===== src/hdl/ncas_pkg.sv =====
// Shared types and constants for the nearest-centroid assignment block.
// Used by ncas_cell and nearest_centroid_assign; depends on nothing else.
`default_nettype none

package ncas_pkg;

    localparam int MAX_CLUSTERS = 32;
    localparam int COORD_BITS   = 24;
    localparam int IDX_BITS     = 5;
    localparam int CNT_BITS     = 6;
    localparam int DIFF_BITS    = COORD_BITS + 1;
    localparam int SQ_BITS      = 2 * COORD_BITS + 1;
    localparam int DIST_BITS    = SQ_BITS + 1;
    localparam int OUT_DIST_BITS = 49;

    localparam logic [CNT_BITS-1:0] ACTIVE_RESET = CNT_BITS'(20);

    localparam logic CMD_LOAD     = 1'b0;
    localparam logic CMD_CLASSIFY = 1'b1;

    // One item as it travels down the row of cells.
    typedef struct packed {
        logic                  valid;
        logic                  command;
        logic [IDX_BITS-1:0]   slot;
        logic [COORD_BITS-1:0] x;
        logic [COORD_BITS-1:0] y;
        logic                  eob;
        logic [IDX_BITS-1:0]   best_idx;
        logic [DIST_BITS-1:0]  best_dist;
    } item_t;

endpackage

`default_nettype wire


===== src/hdl/ncas_cell.sv =====
// One cell of the centroid row: holds one centroid and carries items through a
// three-stage difference / square / compare pipeline. Depends on ncas_pkg.
`default_nettype none

module ncas_cell
    import ncas_pkg::*;
(
    input  wire logic                clk,
    input  wire logic                rst_n,
    input  wire logic                advance,
    input  wire logic [IDX_BITS-1:0] cell_index,
    input  wire logic [CNT_BITS-1:0] active_clusters,
    input  wire item_t               item_in,
    output item_t                    item_out
);

    logic [COORD_BITS-1:0] cx_reg;
    logic [COORD_BITS-1:0] cy_reg;

    item_t                 s1_item_reg;
    logic [DIFF_BITS-1:0]  s1_dx_reg;
    logic [DIFF_BITS-1:0]  s1_dy_reg;
    item_t                 s2_item_reg;
    logic [SQ_BITS-1:0]    s2_sqx_reg;
    logic [SQ_BITS-1:0]    s2_sqy_reg;
    item_t                 s3_item_reg;

    logic                  s1_valid_reg, s2_valid_reg, s3_valid_reg;

    logic                  load_hit;
    logic [DIFF_BITS-1:0]  dx_next;
    logic [DIFF_BITS-1:0]  dy_next;
    logic signed [2*DIFF_BITS-1:0] prod_x;
    logic signed [2*DIFF_BITS-1:0] prod_y;
    logic [DIST_BITS-1:0]  dist_sum;
    logic                  take;
    item_t                 s3_item_next;

    assign load_hit = item_in.valid && (item_in.command == CMD_LOAD)
                      && (item_in.slot == cell_index);

    // A load writes the centroid as it passes, so earlier items in the row
    // still see the old value and later ones the new value.
    always_ff @(posedge clk)
    begin
        if (advance && load_hit)
        begin
            cx_reg <= item_in.x;
            cy_reg <= item_in.y;
        end
    end

    assign dx_next = DIFF_BITS'($signed({item_in.x[COORD_BITS-1], item_in.x})
                                - $signed({cx_reg[COORD_BITS-1], cx_reg}));
    assign dy_next = DIFF_BITS'($signed({item_in.y[COORD_BITS-1], item_in.y})
                                - $signed({cy_reg[COORD_BITS-1], cy_reg}));

    assign prod_x = $signed(s1_dx_reg) * $signed(s1_dx_reg);
    assign prod_y = $signed(s1_dy_reg) * $signed(s1_dy_reg);

    assign dist_sum = {1'b0, s2_sqx_reg} + {1'b0, s2_sqy_reg};

    // Entry zero always opens the search; later entries need a strictly
    // smaller distance so that the first of equal distances is kept.
    assign take = (s2_item_reg.command == CMD_CLASSIFY)
                  && ((cell_index == '0)
                      || (({1'b0, cell_index} < active_clusters)
                          && (dist_sum < s2_item_reg.best_dist)));

    always_comb
    begin
        s3_item_next = s2_item_reg;
        if (take)
        begin
            s3_item_next.best_dist = dist_sum;
            s3_item_next.best_idx  = cell_index;
        end
    end

    always_ff @(posedge clk)
    begin
        if (advance)
        begin
            s1_item_reg <= item_in;
            s1_dx_reg   <= dx_next;
            s1_dy_reg   <= dy_next;
            s2_item_reg <= s1_item_reg;
            s2_sqx_reg  <= prod_x[SQ_BITS-1:0];
            s2_sqy_reg  <= prod_y[SQ_BITS-1:0];
            s3_item_reg <= s3_item_next;
        end
    end

    always_ff @(posedge clk or negedge rst_n)
    begin
        if (!rst_n)
        begin
            s1_valid_reg <= 1'b0;
            s2_valid_reg <= 1'b0;
            s3_valid_reg <= 1'b0;
        end
        else if (advance)
        begin
            s1_valid_reg <= item_in.valid;
            s2_valid_reg <= s1_valid_reg;
            s3_valid_reg <= s2_valid_reg;
        end
    end

    always_comb
    begin
        item_out       = s3_item_reg;
        item_out.valid = s3_valid_reg;
    end

endmodule

`default_nettype wire


===== config.mk =====
export PLATFORM = sky130hd
export DESIGN_NAME = ncas_cell
export DESIGN_NICKNAME = d
export VERILOG_FILES = /design/src/hdl/ncas_pkg.sv /design/src/hdl/ncas_cell.sv
export SDC_FILE = /design/constraint.sdc
export NUM_CORES = 2
export LEC_CHECK = 0
export ABC_AREA = 1
export BUFFER_PORTS_ARGS = -buffer_cell sky130_fd_sc_hd__buf_2
export CAP_MARGIN = 20
export CELL_PAD_IN_SITES_DETAIL_PLACEMENT = 0
export CELL_PAD_IN_SITES_GLOBAL_PLACEMENT = 1
export CORE_MARGIN = 5
export CORE_UTILIZATION = 30
export CTS_CLUSTER_SIZE = 12
export DETAILED_ROUTE_END_ITERATION = 7
export MAX_ROUTING_LAYER = met4
export PLACE_DENSITY = 0.66
export SLEW_MARGIN = 20
export SYNTH_ARGS = -nofsm -noshare
export SYNTH_HDL_FRONTEND = slang
export SYNTH_SLANG_ARGS = --single-unit

===== constraint.sdc =====
create_clock -name clk -period 7.1 [get_ports clk]
set_clock_uncertainty 0.1 [all_clocks]
set_input_delay 0.71 -clock clk [delete_from_list [all_inputs] [get_ports clk]]
set_output_delay 0.71 -clock clk [all_outputs]
set_load 0.01 [all_outputs]

# Word level (Yosys, flattened, before mapping)
# Index checks and enable logic that the tools add are counted.
# Widths: inputs -> output; s select.
dict set report classes {
  add_sub_neg 3
  multipliers 2
  div_mod_pow 0
  n_lt_le_gt_ge 2
  n_eq_ne 1
  shifts 0
  mux 1
  bitwise_logic 1
  n_reduce_logical 7
}
# op n
set op_table {}
lappend op_table {{$mul 25x25->49} 2}
lappend op_table {{$mux 55} 1}
lappend op_table {{$add 49x49->50} 1}
lappend op_table {{$lt 50x50->1} 1}
lappend op_table {{$sub 24x24->25} 2}
lappend op_table {{$lt 5x6->1} 1}
lappend op_table {{$eq 5x5->1} 1}
lappend op_table {{$logic_and 1x1->1} 5}
lappend op_table {{$logic_not 5->1} 1}
lappend op_table {{$logic_or 1x1->1} 1}
lappend op_table {{$not 1->1} 1}
dict set report word_totals {
  register_bits 529
  latchBits 0
  ram_bits 0
  rom_bits 0
  output_inout_bits 111
  elab_cells 47
  mem_count 0
}

# Logic depth before layout (Yosys ltp)
dict set report logic_depth {
  ltp_word 6
  ltp_mapped 31
  depth_no_buf 29
}

# Worst setup path before layout
# No wires, ideal clock.
dict set report synth_path {
  path_kind {register to register}
  start {reg s1_dy_reg[1]}
  end {reg s2_sqy_reg[48] (data pin)}
  t_arrival_ns 6.474
  setup_slack_ns 0.274
  path_stages_with_launch 24
  cell_sequence {edfxtp_1 -> clkbuf_1 -> clkbuf_1 -> nand2_1 -> inv_1 -> fa_1 -> fa_1 -> inv_1 -> fa_1 -> inv_1 -> fa_1 -> fa_1 -> fa_1 -> fa_1 -> ha_1 -> nand2_1 -> nor2_1 -> inv_1 -> nor4_1 -> nand3_1 -> nand3_1 -> inv_1 -> nand2_1 -> nand2_1}
}
dict set report synth_via {
  elab_chain_cells 1
}
# item line
set synth_lines {}
lappend synth_lines {{start, declared} ncas_cell.sv:22} ;# logic [DIFF_BITS-1:0] s1_dy_reg;
lappend synth_lines {{start signal, assigned} ncas_cell.sv:86} ;# s1_dy_reg <= dy_next;
lappend synth_lines {{$mul 25x25->49} ncas_cell.sv:59} ;# assign prod_y = $signed(s1_dy_reg) * $signed(s1_dy_reg);
lappend synth_lines {{named net prod_y[48]} ncas_cell.sv:34} ;# logic signed [2*DIFF_BITS-1:0] prod_y;
lappend synth_lines {{end signal, assigned} ncas_cell.sv:89} ;# s2_sqy_reg <= prod_y[SQ_BITS-1:0];
lappend synth_lines {{end, declared} ncas_cell.sv:25} ;# logic [SQ_BITS-1:0] s2_sqy_reg;
# The timed path passes the listed nets, and every way through them passes these cells.
# A chain may end at the register's enable or synchronous reset.

# Worst setup path after layout
dict set report layout_path {
  start {reg s1_dy_reg[10]}
  end {reg s2_sqy_reg[24] (data pin)}
}
# The elaborated chain is that of the path after synthesis.

==> metrics.txt <==
# TYPE chip_impl_metric gauge
chip_impl_metric{name="maxCapViolCount",unit=""} 0
chip_impl_metric{name="post-route-period-util",unit=""} 0.9580
chip_impl_metric{name="grt_util_met1",unit=""} 0.2294
chip_impl_metric{name="ys_types",unit=""} 54
chip_impl_metric{name="worstSetupPathDepth",unit=""} 26
chip_impl_metric{name="report.final.slew_viol_count",unit=""} 0
chip_impl_metric{name="yosysWarningCount",unit=""} 0
chip_impl_metric{name="async_reset_ff_frac",unit=""} 0.005693
chip_impl_info{name="post-synth-top-area-cell",value="sky130_fd_sc_hd__fa_1"} 1
chip_impl_metric{name="grt_start_max_net_pins",unit=""} 134
chip_impl_metric{name="flip_flop_and_latch_count_after_synthesis",unit=""} 527
chip_impl_metric{name="layout-drive-gt1-share",unit=""} 0.09061
chip_impl_metric{name="drt_pass1_iterations",unit=""} 8
chip_impl_metric{name="synth_edf_count",unit=""} 524
chip_impl_info{name="family_with_the_most_delay_on_the_worst_path",value="adder cells"} 1
chip_impl_metric{name="n_fill_cell",unit=""} 23400
chip_impl_info{name="critical_path.reg2reg.endpoint",value="s2_sqy_reg[24]"} 1
chip_impl_metric{name="antenna_found_initial",unit=""} 6
chip_impl_info{name="timing.hold.worst_endpoint",value="s1_item_reg[37]"} 1
chip_impl_info{name="critical_path.reg2reg.startpoint",value="s1_dy_reg[10]"} 1
chip_impl_metric{name="cts-buffers-inserted",unit=""} 59
chip_impl_metric{name="reg2reg_setup_slack",unit="ps"} 300
chip_impl_metric{name="global_route.usage.met3",unit=""} 0.01730
chip_impl_metric{name="tightest_slew",unit="ps"} 1022
chip_impl_metric{name="critical_path.max_stage_delay",unit="ps"} 550
chip_impl_metric{name="rows",unit=""} 174
chip_impl_info{name="cts-root-buf",value="sky130_fd_sc_hd__clkbuf_16"} 1
chip_impl_metric{name="pre_cts_slack",unit="ps"} -115.2
chip_impl_metric{name="timing.critical_path.buf_inv",unit=""} 8
chip_impl_info{name="outcome",value="complete, no violations"} 1
chip_impl_metric{name="number_of_hold_violations_in_the_final_report",unit=""} 0
chip_impl_info{name="synth.top_cells.by_area",value="sky130_fd_sc_hd__fa_1, sky130_fd_sc_hd__edfxtp_1, sky130_fd_sc_hd__inv_1"} 1
chip_impl_info{name="crit_top_cell",value="sky130_fd_sc_hd__fa_1"} 1
chip_impl_metric{name="syn2layout_area_growth",unit="%"} 12.72
chip_impl_metric{name="final_critical_path_setup_slack",unit="ps"} 297.9
chip_impl_metric{name="remaining_drc_errors",unit=""} 0
chip_impl_metric{name="final-seq-area",unit="sq um"} 15810
chip_impl_metric{name="grt_overflow_total",unit=""} 0
chip_impl_metric{name="initial_core_utilization",unit=""} 0.3013
chip_impl_info{name="cp-start-kind",value="flop"} 1
chip_impl_metric{name="synthCells",unit=""} 7408
chip_impl_info{name="cts_tree",value="done"} 1
chip_impl_info{name="timing.setup.critical_path_class",value="flop to flop"} 1
chip_impl_metric{name="yosysTopAreaCellShare",unit=""} 0.3545
chip_impl_metric{name="place.gp.congestion",unit=""} 0.9033
chip_impl_metric{name="hpwlAfterDp",unit="mm"} 156.7
chip_impl_metric{name="first_global_vias",unit=""} 52030
chip_impl_metric{name="avgViaCountPerCell",unit=""} 4.376
chip_impl_metric{name="num-nets-final",unit=""} 9567
chip_impl_metric{name="ff2ff_path_depth",unit=""} 26
chip_impl_metric{name="clk_sink_count",unit=""} 527
chip_impl_metric{name="grt.met2_usage",unit=""} 0.2549
chip_impl_metric{name="final.min_clock_period",unit="ps"} 6802
chip_impl_info{name="hold_path.startpoint",value="item_in[37]"} 1
chip_impl_info{name="gr-max-usage-layer",value="met2"} 1
chip_impl_info{name="synth_top_flop_cell",value="sky130_fd_sc_hd__edfxtp_1"} 1
chip_impl_metric{name="port_buffers",unit=""} 235
chip_impl_metric{name="syn_nets",unit=""} 9177
chip_impl_metric{name="synthesis.area",unit="sq um"} 67700
chip_impl_metric{name="routed-via-count",unit=""} 47420
chip_impl_metric{name="clkLatencyLatePin",unit="ps"} 670
chip_impl_metric{name="globalRouteTotalUtil",unit=""} 0.1614
chip_impl_metric{name="cts_max_level",unit=""} 2
chip_impl_metric{name="timing.critical_path.fanout_max",unit=""} 11
chip_impl_metric{name="timing.final.setup_violations",unit=""} 0
chip_impl_metric{name="design.core.area",unit="sq um"} 224700
chip_impl_metric{name="grt_pass1_wl",unit="mm"} 293.6
chip_impl_info{name="timing.hold.worst.class",value="input port to flop"} 1
chip_impl_metric{name="synth.yosys.seq_area_share",unit=""} 0.2335
chip_impl_metric{name="synthesis.area_per_instance",unit="sq um"} 9.139
chip_impl_info{name="timing.critical_path.slowest_stage_cell",value="sky130_fd_sc_hd__fa_1"} 1
chip_impl_metric{name="drtAntennaViolNets",unit=""} 0
chip_impl_metric{name="die_w",unit="um"} 485.1
chip_impl_info{name="worstSetupEndpointType",value="flop"} 1
chip_impl_metric{name="peak_clock_frequency_supported_by_timing",unit="GHz"} 0.1470
chip_impl_metric{name="dp_cells",unit=""} 10700
chip_impl_metric{name="routed_wirelength",unit="mm"} 182.3
chip_impl_metric{name="detail_route.iter0.violations",unit=""} 2781
chip_impl_metric{name="multi_input_area",unit="sq um"} 43200
chip_impl_metric{name="clock_tree.buffer_depth",unit=""} 3
chip_impl_metric{name="instances_no_fill",unit=""} 10840
chip_impl_metric{name="fp.dieArea",unit="sq um"} 235300
chip_impl_metric{name="drt-wirelength-per-cell",unit="um"} 16.82
chip_impl_metric{name="worst-endpoint-arrival",unit="ps"} 7180
chip_impl_metric{name="holdPathStages",unit=""} 1
chip_impl_metric{name="vert_die_dim",unit="um"} 485.1
chip_impl_metric{name="cts.reportedPaths.clkPinSlew",unit="ps"} 60
chip_impl_metric{name="relSlewSlack",unit=""} 0.3188
chip_impl_metric{name="floorplan.io_pins",unit=""} 236
chip_impl_metric{name="worst-endpoint-required",unit="ps"} 7480
metrics by stage:
| stage | setup TNS [ps] | utilization | area (sq um) | hold WS (ps) |
|---|---|---|---|---|
| after floorplan | 0 | - | 67700 | 300.3 |
| after CTS | 0 | 0.3376 | 75860 | 43.96 |
| after global routing | -22.61 | 0.3396 | 76300 | 62.67 |
| after global placement | -273.3 | 0.3293 | 73990 | 300.2 |
| final | 0 | 0.3397 | 76310 | 114.8 |
| after detailed placement | -115.2 | 0.3293 | 73990 | 304.5 |
layer usage:
metal	vias up	part of all wire
met4	0	0.015
met1	23690	0.49
met3	158	0.043
li1	22650	-
met5	-	0
met2	923	0.45
area by class of cell:
type / count / share of cell area
multi-input combinational: 4558 / 0.5661
sequential: 527 / 0.2072
inverter: 2152 / 0.1059
tap: 2992 / 0.04906
timing repair buffer: 500 / 0.04722
clock buffer: 66 / 0.01969
clock inverter: 33 / 0.004558
antenna: 8 / 0.0002623
worst max-delay path by stage:
stage | start | endpoint | slack (ps)
5_1_grt | s1_dy_reg[4] | s2_sqy_reg[24] | -10
6_report | s1_dy_reg[10] | s2_sqy_reg[24] | 300
2_1_floorplan | s1_dy_reg[1] | s2_sqy_reg[48] | 270
4_1_cts | s1_dx_reg[15] | s2_sqx_reg[48] | 30
3_3_place_gp | s1_dy_reg[10] | s2_sqy_reg[24] | -180
3_5_place_dp | s1_dy_reg[10] | s2_sqy_reg[24] | -120
synth_stat cells (35+ instances only):
cell and count:
sky130_fd_sc_hd__a21oi_1 238, sky130_fd_sc_hd__clkbuf_1 151, sky130_fd_sc_hd__edfxtp_1 524, sky130_fd_sc_hd__fa_1 1199, sky130_fd_sc_hd__ha_1 445, sky130_fd_sc_hd__inv_1 2138, sky130_fd_sc_hd__nand2_1 1533, sky130_fd_sc_hd__nand3_1 201
sky130_fd_sc_hd__nand4_1 35, sky130_fd_sc_hd__nor2_1 363, sky130_fd_sc_hd__nor3_1 36, sky130_fd_sc_hd__o21ai_0 104, sky130_fd_sc_hd__o21bai_1 36, sky130_fd_sc_hd__xnor2_1 73, sky130_fd_sc_hd__xor2_1 115
layout by cell type, fill, tap and decap left out, types with 21 or more instances in the layout:
master / netlist / final
sky130_fd_sc_hd__xnor2_1: 73 / 72
sky130_fd_sc_hd__buf_4: 6 / 225
sky130_fd_sc_hd__o21bai_1: 36 / 36
sky130_fd_sc_hd__buf_2: 4 / 234
sky130_fd_sc_hd__a21oi_1: 238 / 238
sky130_fd_sc_hd__o21ai_0: 104 / 101
sky130_fd_sc_hd__nor2_2: 22 / 27
sky130_fd_sc_hd__clkbuf_16: 0 / 59
sky130_fd_sc_hd__a21o_1: 22 / 22
sky130_fd_sc_hd__fa_1: 1199 / 1197
sky130_fd_sc_hd__nand3_1: 201 / 201
sky130_fd_sc_hd__nand2_2: 20 / 21
sky130_fd_sc_hd__nor2_1: 363 / 358
sky130_fd_sc_hd__xor2_1: 115 / 115
sky130_fd_sc_hd__ha_1: 445 / 439
sky130_fd_sc_hd__nor3_1: 36 / 33
sky130_fd_sc_hd__edfxtp_1: 524 / 524
sky130_fd_sc_hd__inv_1: 2138 / 2133
sky130_fd_sc_hd__buf_12: 0 / 31
sky130_fd_sc_hd__nand2_1: 1533 / 1532
sky130_fd_sc_hd__nand4_1: 35 / 35
kinds of logic (layout without fill, tap and decap cells):
logic type,Yosys count,in the layout,share of synthesized area
flops,527,527,0.2335
other cells,0,8,0
fa+ha+maj,1644,1644,0.4368
buf+inv,2323,2751,0.1299
compound gates,456,456,0.03789
mux,1,1,0.0001663
simple gates,2263,2263,0.1360
xor+xnor,194,194,0.02576
timing repair:
item | in CTS | in global routing
resized for setup | 0 | 41
hold endpoints to repair | 3 | 0
cloned | 0 | 0
setup buffers | 1 | 31
pin swaps | 0 | 2
setup endpoints to repair | 1 | 47
hold buffers | 1 | 0
Power is left out: the tool's default activity adds up to more than one toggle a clock period on the data nets, which glitch-free logic cannot reach.
